--- src/hw/rtl/pdr_pkg.sv ---
// shared types, constants and helpers of the particle density relaxation block
// no dependencies; used by every module of the block

package pdr_pkg;

  localparam int unsigned PARTICLES_DEF = 64;

  // field and datapath widths
  localparam int unsigned POS_W     = 24;
  localparam int unsigned MEM_W     = 2 * POS_W;
  localparam int unsigned IDX_W     = 6;
  localparam int unsigned DX_W      = 25;
  localparam int unsigned MUL_A_W   = 36;
  localparam int unsigned MUL_B_W   = 26;
  localparam int unsigned PROD_W    = MUL_A_W + MUL_B_W;
  localparam int unsigned ROOT_W    = 52;
  localparam int unsigned DIV_W     = 60;
  localparam int unsigned DEN_W     = 32;
  localparam int unsigned Q_W       = 17;
  localparam int unsigned QQ_W      = 33;
  localparam int unsigned SUM_W     = 22;
  localparam int unsigned PRES_W    = 33;
  localparam int unsigned NP_W      = 30;
  localparam int unsigned INNER_W   = 35;
  localparam int unsigned HALF_W    = 52;
  localparam int unsigned ACC_W     = 58;
  localparam int unsigned SAT_W     = 60;
  localparam int unsigned STEP_W    = 6;
  localparam int unsigned ROOT_STEPS = 26;
  localparam int unsigned DIV_STEPS  = 60;

  // configuration port
  localparam int unsigned CFG_IDX_W = 3;
  localparam int unsigned CFG_W     = 24;
  localparam int unsigned DT_W      = 16;
  localparam int unsigned RAD_W     = 23;
  localparam int unsigned K_W       = 24;

  localparam logic [DT_W-1:0]  DT_RST   = 16'd1092;
  localparam logic [RAD_W-1:0] RAD_RST  = 23'd4096;
  localparam logic [K_W-1:0]   K_RST    = 24'd32768;
  localparam logic [K_W-1:0]   KN_RST   = 24'd65536;
  localparam logic [K_W-1:0]   D0_RST   = 24'd655360;

  typedef enum logic [CFG_IDX_W-1:0] {
    CFG_TIME_STEP    = 3'd0,
    CFG_RADIUS       = 3'd1,
    CFG_STIFFNESS    = 3'd2,
    CFG_NEAR_STIFF   = 3'd3,
    CFG_REST_DENSITY = 3'd4
  } cfg_reg_e;

  typedef struct packed {
    logic signed [POS_W-1:0] pos_x;
    logic signed [POS_W-1:0] pos_y;
    logic                    last;
  } pdr_in_t;

  typedef struct packed {
    logic signed [POS_W-1:0] new_x;
    logic signed [POS_W-1:0] new_y;
    logic [IDX_W-1:0]        particle_index;
    logic                    final_res;
  } pdr_res_t;

  typedef enum logic [5:0] {
    OP_NONE,
    OP_LOAD,
    OP_MUL_DT,
    OP_SET_DT2,
    OP_LD_I,
    OP_LD_J,
    OP_MUL_UX,
    OP_MUL_UY,
    OP_RT_INIT,
    OP_RT_STEP,
    OP_QD_INIT,
    OP_DIV_STEP,
    OP_SET_Q,
    OP_MUL_QQ,
    OP_ACC_DN,
    OP_MUL_QQQ,
    OP_ACC_NR,
    OP_MUL_P,
    OP_SET_P,
    OP_MUL_NP,
    OP_SET_NP,
    OP_SET_Q2,
    OP_MUL_PQ,
    OP_SET_IN,
    OP_MUL_NQ,
    OP_ADD_IN,
    OP_MUL_F,
    OP_SET_F,
    OP_MUL_HX,
    OP_MUL_HY,
    OP_HD_INIT,
    OP_SET_HX,
    OP_SET_HY,
    OP_WR_J,
    OP_WR_I,
    OP_EMIT
  } dp_op_e;

  typedef struct packed {
    dp_op_e op;
    logic   is_last;
  } pdr_cmd_t;

  typedef struct packed {
    logic in_range;
    logic dist_zero;
  } pdr_status_t;

  typedef enum logic [5:0] {
    ST_IDLE,
    ST_DT_MUL,
    ST_DT_SET,
    ST_I_RD,
    ST_I_LD,
    ST_J_RD,
    ST_J_LD,
    ST_SQ_X,
    ST_SQ_Y,
    ST_RT_INIT,
    ST_RT_STEP,
    ST_CHK,
    ST_QD_INIT,
    ST_QD_STEP,
    ST_QD_SET,
    ST_QQ_MUL,
    ST_DN_ACC,
    ST_QQQ_MUL,
    ST_NR_ACC,
    ST_J_NEXT,
    ST_P_MUL,
    ST_P_SET,
    ST_NP_MUL,
    ST_NP_SET,
    ST_Q2_SET,
    ST_PQ_MUL,
    ST_IN_SET,
    ST_NQ_MUL,
    ST_IN_ADD,
    ST_F_MUL,
    ST_F_SET,
    ST_HX_MUL,
    ST_HX_INIT,
    ST_HX_STEP,
    ST_HX_SET,
    ST_HY_MUL,
    ST_HY_INIT,
    ST_HY_STEP,
    ST_HY_SET,
    ST_WR_J,
    ST_WR_I,
    ST_EM_RD,
    ST_EM_CAP
  } ctl_state_e;

  // clamp a wide signed sum to the position range
  function automatic logic signed [POS_W-1:0] sat_pos(input logic signed [SAT_W-1:0] v);
    logic signed [SAT_W-1:0] hi;
    logic signed [SAT_W-1:0] lo;
    hi = SAT_W'(signed'(24'sh7fffff));
    lo = SAT_W'(signed'(24'sh800000));
    if (v > hi) begin
      sat_pos = 24'sh7fffff;
    end else if (v < lo) begin
      sat_pos = 24'sh800000;
    end else begin
      sat_pos = v[POS_W-1:0];
    end
  endfunction

endpackage

--- src/hw/rtl/pdr_ctrl.sv ---
// sequencer of the relaxation pass: load, pair loops, iteration counts, emission
// depends on pdr_pkg

module pdr_ctrl #(
  parameter int unsigned PARTICLES = pdr_pkg::PARTICLES_DEF
) (
  input  logic                         clk_i,
  input  logic                         rst_ni,
  input  logic                         start_i,
  input  logic                         last_i,
  input  pdr_pkg::pdr_status_t         status_i,
  output pdr_pkg::pdr_cmd_t            cmd_o,
  output logic [$clog2(PARTICLES)-1:0] mem_addr_o,
  output logic                         busy_o,
  output logic                         res_valid_o
);
  import pdr_pkg::*;

  localparam int unsigned AW = $clog2(PARTICLES);
  localparam int unsigned CW = $clog2(PARTICLES + 1);

  ctl_state_e         state_q, state_d;
  logic [AW-1:0]      i_q, i_d;
  logic [AW-1:0]      j_q, j_d;
  logic [CW-1:0]      cnt_q, cnt_d;
  logic [STEP_W-1:0]  step_q, step_d;
  logic               push_q, push_d;
  logic               valid_q, valid_d;
  logic               j_last;
  logic               i_last;

  assign j_last = (({1'b0, j_q} + (AW+1)'(1)) == (AW+1)'(cnt_q));
  assign i_last = (({1'b0, i_q} + (AW+1)'(1)) == (AW+1)'(cnt_q));

  always_ff @(posedge clk_i or negedge rst_ni) begin
    if (!rst_ni) begin
      state_q <= ST_IDLE;
      i_q     <= '0;
      j_q     <= '0;
      cnt_q   <= '0;
      step_q  <= '0;
      push_q  <= 1'b0;
      valid_q <= 1'b0;
    end else begin
      state_q <= state_d;
      i_q     <= i_d;
      j_q     <= j_d;
      cnt_q   <= cnt_d;
      step_q  <= step_d;
      push_q  <= push_d;
      valid_q <= valid_d;
    end
  end

  always_comb begin
    state_d    = state_q;
    i_d        = i_q;
    j_d        = j_q;
    cnt_d      = cnt_q;
    step_d     = step_q;
    push_d     = push_q;
    valid_d    = 1'b0;
    cmd_o      = '{op: OP_NONE, is_last: 1'b0};
    mem_addr_o = j_q;
    case (state_q)
      ST_IDLE: begin
        mem_addr_o = cnt_q[AW-1:0];
        if (start_i) begin
          if (cnt_q < CW'(PARTICLES)) begin
            cmd_o.op = OP_LOAD;
            cnt_d    = cnt_q + CW'(1);
          end
          if (last_i) begin
            state_d = ST_DT_MUL;
          end
        end
      end
      ST_DT_MUL: begin
        cmd_o.op = OP_MUL_DT;
        state_d  = ST_DT_SET;
      end
      ST_DT_SET: begin
        cmd_o.op = OP_SET_DT2;
        i_d      = '0;
        state_d  = ST_I_RD;
      end
      ST_I_RD: begin
        mem_addr_o = i_q;
        state_d    = ST_I_LD;
      end
      ST_I_LD: begin
        cmd_o.op = OP_LD_I;
        j_d      = '0;
        push_d   = 1'b0;
        state_d  = ST_J_RD;
      end
      ST_J_RD: begin
        if (j_q == i_q) begin
          state_d = ST_J_NEXT;
        end else begin
          state_d = ST_J_LD;
        end
      end
      ST_J_LD: begin
        cmd_o.op = OP_LD_J;
        state_d  = ST_SQ_X;
      end
      ST_SQ_X: begin
        cmd_o.op = OP_MUL_UX;
        state_d  = ST_SQ_Y;
      end
      ST_SQ_Y: begin
        cmd_o.op = OP_MUL_UY;
        state_d  = ST_RT_INIT;
      end
      ST_RT_INIT: begin
        cmd_o.op = OP_RT_INIT;
        step_d   = '0;
        state_d  = ST_RT_STEP;
      end
      ST_RT_STEP: begin
        cmd_o.op = OP_RT_STEP;
        if (step_q == STEP_W'(ROOT_STEPS - 1)) begin
          step_d  = '0;
          state_d = ST_CHK;
        end else begin
          step_d = step_q + STEP_W'(1);
        end
      end
      ST_CHK: begin
        if (status_i.in_range && !(push_q && status_i.dist_zero)) begin
          state_d = ST_QD_INIT;
        end else begin
          state_d = ST_J_NEXT;
        end
      end
      ST_QD_INIT: begin
        cmd_o.op = OP_QD_INIT;
        step_d   = '0;
        state_d  = ST_QD_STEP;
      end
      ST_QD_STEP: begin
        cmd_o.op = OP_DIV_STEP;
        if (step_q == STEP_W'(DIV_STEPS - 1)) begin
          step_d  = '0;
          state_d = ST_QD_SET;
        end else begin
          step_d = step_q + STEP_W'(1);
        end
      end
      ST_QD_SET: begin
        cmd_o.op = OP_SET_Q;
        state_d  = ST_QQ_MUL;
      end
      ST_QQ_MUL: begin
        cmd_o.op = OP_MUL_QQ;
        state_d  = push_q ? ST_Q2_SET : ST_DN_ACC;
      end
      ST_DN_ACC: begin
        cmd_o.op = OP_ACC_DN;
        state_d  = ST_QQQ_MUL;
      end
      ST_QQQ_MUL: begin
        cmd_o.op = OP_MUL_QQQ;
        state_d  = ST_NR_ACC;
      end
      ST_NR_ACC: begin
        cmd_o.op = OP_ACC_NR;
        state_d  = ST_J_NEXT;
      end
      ST_J_NEXT: begin
        if (j_last) begin
          state_d = push_q ? ST_WR_I : ST_P_MUL;
        end else begin
          j_d     = j_q + AW'(1);
          state_d = ST_J_RD;
        end
      end
      ST_P_MUL: begin
        cmd_o.op = OP_MUL_P;
        state_d  = ST_P_SET;
      end
      ST_P_SET: begin
        cmd_o.op = OP_SET_P;
        state_d  = ST_NP_MUL;
      end
      ST_NP_MUL: begin
        cmd_o.op = OP_MUL_NP;
        state_d  = ST_NP_SET;
      end
      ST_NP_SET: begin
        cmd_o.op = OP_SET_NP;
        push_d   = 1'b1;
        j_d      = '0;
        state_d  = ST_J_RD;
      end
      ST_Q2_SET: begin
        cmd_o.op = OP_SET_Q2;
        state_d  = ST_PQ_MUL;
      end
      ST_PQ_MUL: begin
        cmd_o.op = OP_MUL_PQ;
        state_d  = ST_IN_SET;
      end
      ST_IN_SET: begin
        cmd_o.op = OP_SET_IN;
        state_d  = ST_NQ_MUL;
      end
      ST_NQ_MUL: begin
        cmd_o.op = OP_MUL_NQ;
        state_d  = ST_IN_ADD;
      end
      ST_IN_ADD: begin
        cmd_o.op = OP_ADD_IN;
        state_d  = ST_F_MUL;
      end
      ST_F_MUL: begin
        cmd_o.op = OP_MUL_F;
        state_d  = ST_F_SET;
      end
      ST_F_SET: begin
        cmd_o.op = OP_SET_F;
        state_d  = ST_HX_MUL;
      end
      ST_HX_MUL: begin
        cmd_o.op = OP_MUL_HX;
        state_d  = ST_HX_INIT;
      end
      ST_HX_INIT: begin
        cmd_o.op = OP_HD_INIT;
        step_d   = '0;
        state_d  = ST_HX_STEP;
      end
      ST_HX_STEP: begin
        cmd_o.op = OP_DIV_STEP;
        if (step_q == STEP_W'(DIV_STEPS - 1)) begin
          step_d  = '0;
          state_d = ST_HX_SET;
        end else begin
          step_d = step_q + STEP_W'(1);
        end
      end
      ST_HX_SET: begin
        cmd_o.op = OP_SET_HX;
        state_d  = ST_HY_MUL;
      end
      ST_HY_MUL: begin
        cmd_o.op = OP_MUL_HY;
        state_d  = ST_HY_INIT;
      end
      ST_HY_INIT: begin
        cmd_o.op = OP_HD_INIT;
        step_d   = '0;
        state_d  = ST_HY_STEP;
      end
      ST_HY_STEP: begin
        cmd_o.op = OP_DIV_STEP;
        if (step_q == STEP_W'(DIV_STEPS - 1)) begin
          step_d  = '0;
          state_d = ST_HY_SET;
        end else begin
          step_d = step_q + STEP_W'(1);
        end
      end
      ST_HY_SET: begin
        cmd_o.op = OP_SET_HY;
        state_d  = ST_WR_J;
      end
      ST_WR_J: begin
        cmd_o.op = OP_WR_J;
        state_d  = ST_J_NEXT;
      end
      ST_WR_I: begin
        cmd_o.op   = OP_WR_I;
        mem_addr_o = i_q;
        push_d     = 1'b0;
        if (i_last) begin
          i_d     = '0;
          state_d = ST_EM_RD;
        end else begin
          i_d     = i_q + AW'(1);
          state_d = ST_I_RD;
        end
      end
      ST_EM_RD: begin
        mem_addr_o = i_q;
        state_d    = ST_EM_CAP;
      end
      ST_EM_CAP: begin
        cmd_o.op      = OP_EMIT;
        cmd_o.is_last = i_last;
        mem_addr_o    = i_q;
        valid_d       = 1'b1;
        if (i_last) begin
          cnt_d   = '0;
          i_d     = '0;
          state_d = ST_IDLE;
        end else begin
          i_d     = i_q + AW'(1);
          state_d = ST_EM_RD;
        end
      end
      default: begin
        state_d = ST_IDLE;
      end
    endcase
  end

  assign busy_o      = (state_q != ST_IDLE);
  assign res_valid_o = valid_q;

endmodule

--- config.mk ---
export PLATFORM = sky130hd
export DESIGN_NAME = pdr_ctrl
export DESIGN_NICKNAME = d
export VERILOG_FILES = /design/src/hw/rtl/pdr_pkg.sv /design/src/hw/rtl/pdr_ctrl.sv
export SDC_FILE = /design/constraint.sdc
export NUM_CORES = 1
export LEC_CHECK = 0
export BUFFER_PORTS_ARGS = -buffer_cell sky130_fd_sc_hd__buf_4
export CAP_MARGIN = 20
export CORE_ASPECT_RATIO = 2
export CORE_MARGIN = 2
export CORE_UTILIZATION = 66
export DETAILED_ROUTE_END_ITERATION = 6
export PLACE_DENSITY = 0.86
export SLEW_MARGIN = 30
export SYNTH_ARGS = -nofsm -noshare
export SYNTH_HDL_FRONTEND = slang
export SYNTH_SLANG_ARGS = --single-unit
--- constraint.sdc ---
create_clock -name clk_i -period 5.2 [get_ports clk_i]
set_input_delay 0.52 -clock clk_i [delete_from_list [all_inputs] [get_ports clk_i]]
set_output_delay 0.52 -clock clk_i [all_outputs]
set_load 0.02 [all_outputs]
==> results of run 1 <==
worst reg2reg max path: stages, from the launching register on:
cell,delay (ns)
dfrtp_1,0.94
nand2_1,0.25
or2_2,0.46
a2111oi_4,0.63
nor2_1,0.07
mux2_2,0.29
routing by layer:
metal,vias up,share of wire
met2,148,0.50
met5,-,0
met1,1369,0.40
li1,1376,-
met3,19,0.076
met4,0,0.027
power by group through the flow:
stage	Combinational [mW]	Sequential, mW	Clock, mW
finish	0.989	0.503	0.195
CTS	0.977	0.496	0.201
global placement	0.957	0.493	0
global route	1.07	0.522	0.210
detailed placement	0.971	0.501	0
floorplan	0.873	0.363	0
cell usage after synthesis, types with 2 or more instances:
cell,number
nor2_1,43
dfrtp_1,33
nand2_1,25
a21oi_1,22
o21ai_0,20
clkbuf_1,18
xnor2_1,17
nand3_1,13
nand2b_1,12
xor2_1,12
nor3_1,10
inv_1,9
a221o_1,8
a22o_1,8
nor2b_1,7
o22ai_1,7
a21o_1,6
buf_2,6
nand4_1,6
ha_1,5
nor4_1,5
nor4b_1,5
o2bb2ai_1,5
a211o_1,4
and2_1,4
and3_1,4
o211ai_1,4
o31ai_1,4
a31oi_1,3
buf_1,3
buf_4,3
buf_6,3
o21a_1,3
or2_2,3
a22oi_1,2
clkinv_1,2
mux2_2,2
mux2i_1,2
or3_1,2
final cells by class:
cell class | instances | area, µm²
clock buffers | 5 | 68.8
well taps | 55 | 68.8
inverters | 11 | 41.3
clock inverters | 3 | 17.5
multi-input cells | 304 | 2010
fillers | 365 | 1320
repair buffers | 21 | 158
flip-flops and latches | 33 | 826
logic make-up after synthesis:
group | after synthesis | synth area share
fa+ha+maj | 6 | 0.0237
simple gates | 147 | 0.246
compound gates | 115 | 0.273
flops | 33 | 0.270
buf+inv | 45 | 0.0720
xor+xnor | 32 | 0.101
mux | 4 | 0.0139
metrics by stage:
step | hold slack [ns] | power [mW] | utilization
after global placement | 0.478 | 1.45 | 0.688
after floorplan | 0.224 | 1.24 | -
final | 0.154 | 1.69 | 0.707
after global routing | 0.186 | 1.81 | 0.707
after detailed placement | 0.483 | 1.47 | 0.688
after CTS | 0.169 | 1.67 | 0.707
flip-flops by register name, indices dropped and copies added, names as in the netlist:
| register | count |
|---|---|
| push_q | 1 |
| i_q | 6 |
| state_q | 6 |
| j_q | 6 |
| step_q | 6 |
| cnt_q | 7 |
| res_valid_o | 1 |
how the worst max path moves through the flow:
| stage | to | depth (start not counted) |
|---|---|---|
| after floorplan | cmd_o[0] | 5 |
| after global placement | mem_addr_o[1] | 7 |
| after detailed placement | cmd_o[0] | 4 |
| after CTS | cmd_o[0] | 4 |
| after global routing | cmd_o[0] | 4 |
| final | cmd_o[0] | 4 |
==> results.sh, run 1 <==
export IMPL_outcome="finished, final reports clean"
export IMPL_path_cells="nand2_1 > or2_2 > a2111oi_4 > buf_4"
export IMPL_reg2reg_slack_ns=2.45
export IMPL_ys_types=71
export IMPL_seq_area_frac_synth=0.270
export IMPL_grt_max_degree=34
export IMPL_nets=387
export IMPL_gr_usage_met2=0.493
export IMPL_antenna_left=0
export IMPL_yosysWarnings=0
export IMPL_cp_arrival_ns=2.81
export IMPL_maxCapViolations=0
export IMPL_ir_worst_vdd_v=0.000511
export IMPL_yosys_area_top_type="dfrtp_1"
export IMPL_first_global_vias=2693
export IMPL_async_flop_share=1.00
export IMPL_final_cell_area_um2=3190
export IMPL_numPortBuffers=20
export IMPL_synth_edf_count=0
export IMPL_cts_tree="built"
export IMPL_yosys_top_cells_area="dfrtp_1 (27%), nor2_1 (5.3%), xnor2_1 (4.9%)"
export IMPL_drive_above_1_share=0.117
export IMPL_slowest_delay_ns=0.94
export IMPL_switching_power_uw=850
export IMPL_h_tree_depth=2
export IMPL_slew_viol_final=0
export IMPL_period_minus_slack_ns=3.33
export IMPL_sequentialPowerShare=0.298
export IMPL_final_common_cell="nor2_1"
export IMPL_reg2reg_to="cnt_q[0]"
export IMPL_critPathCaptureType="primary output"
export IMPL_die_area_um2=5220
export IMPL_path_delay_family="flip-flops"
export IMPL_cts_setup_buffers=0
export IMPL_instances_no_fill=432
export IMPL_min_path_type="primary input to asynchronous set/reset pin"
export IMPL_synth_area_per_cell_um2=8.00
export IMPL_wire_per_inst_um=18.6
export IMPL_die_h_um=100
export IMPL_dr_total_vias=2912
export IMPL_timing_fmax_mhz=300
export IMPL_viasPerCell=6.74
export IMPL_fin_skew_ns=0.0157
export IMPL_syn_inst=382
export IMPL_path_buf_inv=1
export IMPL_grt_ovfl_total=0
export IMPL_hpwl_um=5910
export IMPL_cp_max_fo=32
export IMPL_netSwitchingFraction=0.504
export IMPL_r2r_start="state_q[3]"
export IMPL_clkPwrFrac=0.116
export IMPL_worst_slew_pin_slew_ns=0.898
export IMPL_place_congestion=0.962
export IMPL_syn_to_final_growth_pct=4.38
export IMPL_grt_pass1_wl_um=13100
export IMPL_pwr_share_comb=0.586
export IMPL_first_pass_iters=5
export IMPL_setup_ws_ns=1.87
export IMPL_slowest_stage="dfrtp_1"
export IMPL_slew_headroom=0.401
export IMPL_clk_pin_slew_ns=0.08
export IMPL_worst_r2r_cell_count=5
export IMPL_cp_startpoint="state_q[3]"
export IMPL_finalSetupViolCount=0
export IMPL_synth_area_um2=3060
export IMPL_grt_use_met3=0.0551
export IMPL_cts_buffers=5
export IMPL_clk_latency_ns=0.29
export IMPL_initial_core_util=0.678
export IMPL_cellPowerDensity_nw_per_um2=529
export IMPL_antenna_found_initial=0
export IMPL_num_antenna_cells=0
export IMPL_place_area_um2=3100
export IMPL_intPower_uw=837
export IMPL_cts_buffer_depth=2
export IMPL_die_x_um=52.1
export IMPL_required_ns=4.68
export IMPL_top_usage_layer="met2"
export IMPL_synth_top_cell_area_share=0.270
export IMPL_grt_util_all_layers=0.329
export IMPL_cts_hold_fix_buffers=0
export IMPL_cts_root_buf="clkbuf_8"
export IMPL_period_share=0.641
export IMPL_crit_type="flip-flop to primary output"
export IMPL_cts_resized=0
export IMPL_place_ws_ns=2.26
export IMPL_synth_seq_cells=33
export IMPL_hold_viol_final=0
export IMPL_route_detailed_drc=0
export IMPL_layout_common_cells="nor2_1 (43), dfrtp_1 (33), nand2_1 (25)"
export IMPL_syn_nets=393
export IMPL_rsz0062_at_grt="false"
export IMPL_wirelength_um=8060
export IMPL_first_iter_violations=157
export IMPL_cts_sinks=33
export IMPL_io_pins=21
export IMPL_rows=35
export IMPL_core_um2=4510
export IMPL_synth_ff_type="dfrtp_1"
export IMPL_p_leak_nw=1.38
export IMPL_finalSetupTns_ns=0
export IMPL_start_kind="flip-flop"
export IMPL_use_met1=0.469
export IMPL_dp_cells=424
Power figures use the tool's default switching activity.
==> inputs of run 2 (changes only) <==
--- a/config.mk
+++ b/config.mk
@@ -9,9 +9,9 @@
 export CAP_MARGIN = 20
 export CORE_ASPECT_RATIO = 2
 export CORE_MARGIN = 2
-export CORE_UTILIZATION = 66
+export CORE_UTILIZATION = 62
 export DETAILED_ROUTE_END_ITERATION = 6
-export PLACE_DENSITY = 0.86
+export PLACE_DENSITY = 0.81
 export SLEW_MARGIN = 30
 export SYNTH_ARGS = -nofsm -noshare
 export SYNTH_HDL_FRONTEND = slang
==> constraint.sdc (replaced) <==
create_clock -name clk_i -period 3.27 [get_ports clk_i]
set_input_delay 0.327 -clock clk_i [delete_from_list [all_inputs] [get_ports clk_i]]
set_output_delay 0.327 -clock clk_i [all_outputs]
set_load 0.02 [all_outputs]
==> results.sh, run 2 (synthesis results as in run 1) <==
export IMPL_outcome="finished, final reports clean"
export IMPL_cts_root_buf="clkbuf_8"
export IMPL_place_ws_ns=0.623
export IMPL_reg2reg_slack_ns=0.65
export IMPL_reg2reg_to="i_q[5]"
export IMPL_initial_core_util=0.634
export IMPL_wirelength_um=8220
export IMPL_worst_r2r_cell_count=7
export IMPL_critPathCaptureType="primary output"
export IMPL_slew_headroom=0.588
export IMPL_io_pins=21
export IMPL_first_global_vias=2839
export IMPL_num_fill_cells=395
export IMPL_cts_tree="built"
export IMPL_required_ns=2.94
export IMPL_layout_common_cells="nor2_1 (43), dfrtp_1 (33), buf_4 (26)"
export IMPL_finalSetupViolCount=0
export IMPL_top_register="cnt_q"
export IMPL_num_antenna_cells=0
export IMPL_finalSetupTns_ns=0
export IMPL_cp_max_fo=8
export IMPL_numPortBuffers=20
export IMPL_grt_pass1_wl_um=13400
export IMPL_hpwl_um=6090
export IMPL_start_kind="flip-flop"
export IMPL_cts_sinks=33
export IMPL_die_area_um2=5540
export IMPL_rsz0062_at_grt="false"
export IMPL_rows=36
export IMPL_grt_util_all_layers=0.328
export IMPL_period_minus_slack_ns=2.94
export IMPL_min_path_type="flip-flop to flip-flop"
export IMPL_cts_setup_buffers=0
export IMPL_cts_buffer_depth=2
export IMPL_cp_startpoint="i_q[0]"
export IMPL_first_iter_violations=180
export IMPL_drive_above_1_share=0.126
export IMPL_hold_ws_ns=0.511
export IMPL_core_um2=4820
export IMPL_die_x_um=53.7
export IMPL_dr_total_vias=3005
export IMPL_worst_slew_pin_slew_ns=0.618
export IMPL_maxCapViolations=0
export IMPL_cellPowerDensity_nw_per_um2=862
export IMPL_wire_per_inst_um=18.7
export IMPL_r2r_start="i_q[0]"
export IMPL_setup_ws_ns=0.334
export IMPL_cp_arrival_ns=2.61
export IMPL_antenna_left=0
export IMPL_antenna_found_initial=0
export IMPL_hold_viol_final=0
export IMPL_viasPerCell=6.85
export IMPL_h_tree_depth=2
export IMPL_grt_max_degree=34
export IMPL_grt_ovfl_total=0
export IMPL_p_leak_nw=1.42
export IMPL_final_common_cell="nor2_1"
export IMPL_slew_viol_final=0
export IMPL_largest_reg_flops=7
export IMPL_crit_type="flip-flop to primary output"
export IMPL_place_congestion=0.985
export IMPL_clk_latency_ns=0.29
export IMPL_timing_fmax_mhz=341
export IMPL_clk_pin_slew_ns=0.07
export IMPL_crit_path_end="cmd_o[0]"
export IMPL_nets=393
export IMPL_ir_worst_vdd_v=0.000856
export IMPL_fin_skew_ns=0.00658
export IMPL_die_h_um=103
export IMPL_period_share=0.898
export IMPL_route_detailed_drc=0
export IMPL_cts_buffers=5
export IMPL_first_pass_iters=5
export IMPL_syn_to_final_growth_pct=6.59
==> run 2: cell count changes in the layout (fill, tap and decap cells not counted), sizes merged <==
cell         previous run  this run
clkinvlp                1         0
bufinv                  0         1
buf                    21        26
clkinv                  4         3
dlygate4sd3             0         1
==> run 2: worst min-delay path by stage <==
| stage | startpoint | endpoint | slack [ns] | depth (start not counted) |
|---|---|---|---|---|
| after floorplan | rst_ni | cnt_q[0] | 0.03 | 0 |
| after global placement | rst_ni | cnt_q[6] | 0.30 | 1 |
| after detailed placement | rst_ni | cnt_q[4] | 0.30 | 1 |
| after CTS | start_i | cnt_q[6] | 0.51 | 5 |
| after global routing | step_q[4] | step_q[4] | 0.55 | 1 |
| final | step_q[4] | step_q[4] | 0.51 | 1 |
==> run 2: power by group <==
| part | internal [mW] | leakage, nW | switching [mW] | total, mW |
|---|---|---|---|---|
| Sequential | 0.505 | 0.435 | 0.205 | 0.710 |
| Clock | 0.221 | 0.0540 | 0.155 | 0.376 |
| Combinational | 0.714 | 0.933 | 1.01 | 1.72 |
| Total | 1.44 | 1.42 | 1.37 | 2.81 |
==> run 2: timing repair <==
item	4_1_cts	5_1_grt
resized for setup	0	0
hold endpoints to repair	21	0
hold buffers	1	0
==> run 2: per-stage QoR <==
step | std cells | instance area [µm²] | utilization | power (mW)
finish | 439 | 3260 | 0.676 | 2.81
global route | 439 | 3260 | 0.676 | 3.01
CTS | 439 | 3260 | 0.676 | 2.78
detailed placement | 431 | 3140 | 0.652 | 2.40
global placement | 431 | 3140 | 0.652 | 2.38
floorplan | 382 | 3060 | - | 1.97
==> run 2: critical path, cell delays in order, from the launching register on <==
cell and delay, ns:
dfrtp_1 0.47, ha_1 0.32, xnor2_2 0.16, xnor2_1 0.13, or4_4 0.58, a2111oi_4 0.43
buf_4 0.24
==> run 2: layout make-up <==
cell class / instances / area (µm²) / share of cell area
timing repair buffer: 27 / 205 / 0.0630
clock inverter: 2 / 35.0 / 0.0108
sequential: 33 / 826 / 0.253
tap: 57 / 71.3 / 0.0219
clock buffer: 5 / 68.8 / 0.0211
inverter: 11 / 41.3 / 0.0127
multi-input combinational: 304 / 2010 / 0.617
==> run 2: routing by layer <==
| metal | track usage | up-vias | wire (µm) |
|---|---|---|---|
| met3 | 0.0445 | 38 | 406 |
| li1 | - | 1389 | - |
| met1 | 0.350 | 1441 | 2950 |
| met5 | 0 | - | 0 |
| met4 | 0.221 | 0 | 499 |
| met2 | 0.573 | 137 | 4360 |
==> inputs of run 3 (changes only) <==
==> constraint.sdc (replaced) <==
create_clock -name clk_i -period 3.27 [get_ports clk_i]
set_input_delay 0.1635 -clock clk_i [delete_from_list [all_inputs] [get_ports clk_i]]
set_output_delay 0.1635 -clock clk_i [all_outputs]
set_load 0.02 [all_outputs]
==> results.sh, run 3 (synthesis results as in run 1) <==
export IMPL_outcome="finished, final reports clean"
export IMPL_cts_buffers=5
export IMPL_cp_max_fo=8
export IMPL_initial_core_util=0.634
export IMPL_wire_per_inst_um=19.0
export IMPL_slew_headroom=0.612
export IMPL_critPathCaptureType="primary output"
export IMPL_grt_pass1_wl_um=13500
export IMPL_largest_reg_flops=7
export IMPL_cp_startpoint="i_q[0]"
export IMPL_fin_skew_ns=0.00735
export IMPL_first_global_vias=2815
export IMPL_timing_fmax_mhz=348
export IMPL_finalSetupTns_ns=0
export IMPL_slowest_stage="or4_4"
export IMPL_num_antenna_cells=0
export IMPL_antenna_left=0
export IMPL_hold_ws_ns=0.336
export IMPL_cp_arrival_ns=2.71
export IMPL_finalSetupViolCount=0
export IMPL_route_detailed_drc=0
export IMPL_min_path_type="primary input to flip-flop"
export IMPL_wirelength_um=8430
export IMPL_reg2reg_slack_ns=0.63
export IMPL_cts_setup_buffers=0
export IMPL_worst_r2r_cell_count=7
export IMPL_reg2reg_to="cnt_q[0]"
export IMPL_antenna_found_initial=0
export IMPL_place_ws_ns=0.675
export IMPL_path_delay_family="simple AND/OR/NAND/NOR gates"
export IMPL_clk_latency_ns=0.30
export IMPL_rows=36
export IMPL_final_common_cell="nor2_1"
export IMPL_viasPerCell=6.72
export IMPL_grt_util_all_layers=0.330
export IMPL_cts_resized=0
export IMPL_die_x_um=53.7
export IMPL_drive_above_1_share=0.135
export IMPL_cellPowerDensity_nw_per_um2=864
export IMPL_crit_path_end="cmd_o[0]"
export IMPL_clk_pin_slew_ns=0.07
export IMPL_r2r_start="i_q[0]"
export IMPL_grt_max_degree=34
export IMPL_multi_input_area_um2=2010
export IMPL_hpwl_um=6300
export IMPL_regArea_um2=826
export IMPL_period_share=0.879
export IMPL_place_congestion=0.977
export IMPL_final_cell_area_um2=3290
export IMPL_hold_viol_final=0
export IMPL_die_h_um=103
export IMPL_path_buf_inv=1
export IMPL_place_area_um2=3170
export IMPL_start_kind="flip-flop"
export IMPL_ir_worst_vdd_v=0.000733
export IMPL_cts_buffer_depth=2
export IMPL_cts_root_buf="clkbuf_8"
export IMPL_rsz0062_at_grt="false"
export IMPL_dr_total_vias=2976
export IMPL_first_iter_violations=103
export IMPL_p_leak_nw=1.44
export IMPL_fin_util=0.683
export IMPL_slowest_delay_ns=0.58
export IMPL_finalPower_mw=2.84
export IMPL_period_minus_slack_ns=2.88
export IMPL_maxCapViolations=0
export IMPL_numPortBuffers=20
export IMPL_worst_slew_pin_slew_ns=0.582
export IMPL_grt_ovfl_total=0
export IMPL_path_cells="ha_1 > xnor2_2 > xnor2_1 > or4_4 > a2111oi_4 > buf_4"
export IMPL_die_area_um2=5540
export IMPL_io_pins=21
export IMPL_cts_tree="built"
export IMPL_slew_viol_final=0
export IMPL_h_tree_depth=2
export IMPL_first_pass_iters=5
export IMPL_setup_ws_ns=0.395
export IMPL_cts_hold_fix_buffers=1
export IMPL_required_ns=3.11
export IMPL_cts_sinks=33
export IMPL_crit_cells=6
export IMPL_crit_type="flip-flop to primary output"
export IMPL_dp_cells=434
export IMPL_num_fill_cells=426
export IMPL_top_register="cnt_q"
export IMPL_instances_no_fill=443
export IMPL_nets=396
export IMPL_layout_common_cells="nor2_1 (43), dfrtp_1 (33), buf_4 (29)"
export IMPL_syn_to_final_growth_pct=7.70
export IMPL_core_um2=4820
==> run 3: layer usage <==
metal | up-vias | GRT usage | wire length, µm
met5 | - | 0 | 0
met4 | 0 | 0.221 | 489
met3 | 39 | 0.0402 | 294
met2 | 114 | 0.586 | 4500
met1 | 1425 | 0.347 | 3150
li1 | 1398 | - | -
==> run 3: worst min-delay path by stage <==
stage / slack [ns] / cells past startpoint / from / end
2_1_floorplan: -0.13 / 0 / rst_ni / cnt_q[0]
3_3_place_gp: 0.13 / 1 / rst_ni / cnt_q[3]
3_5_place_dp: 0.14 / 1 / rst_ni / cnt_q[4]
4_1_cts: 0.34 / 5 / start_i / cnt_q[6]
5_1_grt: 0.38 / 5 / start_i / cnt_q[6]
6_report: 0.34 / 5 / start_i / cnt_q[6]
==> run 3: cell type report <==
class | instances | share of cell area
Clock buffer | 5 | 0.0209
Clock inverter | 3 | 0.0141
Inverter | 11 | 0.0125
Multi-Input combinational cell | 304 | 0.611
Sequential cell | 33 | 0.251
Tap cell | 57 | 0.0217
Timing Repair Buffer | 30 | 0.0692
==> run 3: power breakdown <==
group	internal [mW]	leakage, nW	switching, mW	total [mW]
combinational	0.729	0.947	1.01	1.74
clock	0.228	0.0543	0.175	0.403
sequential	0.502	0.435	0.196	0.698
==> run 3: worst reg2reg max path: cells and delay by family (launching register included) <==
kind / cells / cell delay, ns
compound gates: 1 / 0.45
xor+xnor: 2 / 0.33
fa+ha+maj: 1 / 0.34
flops: 1 / 0.48
mux: 1 / 0.27
simple gates: 2 / 0.67
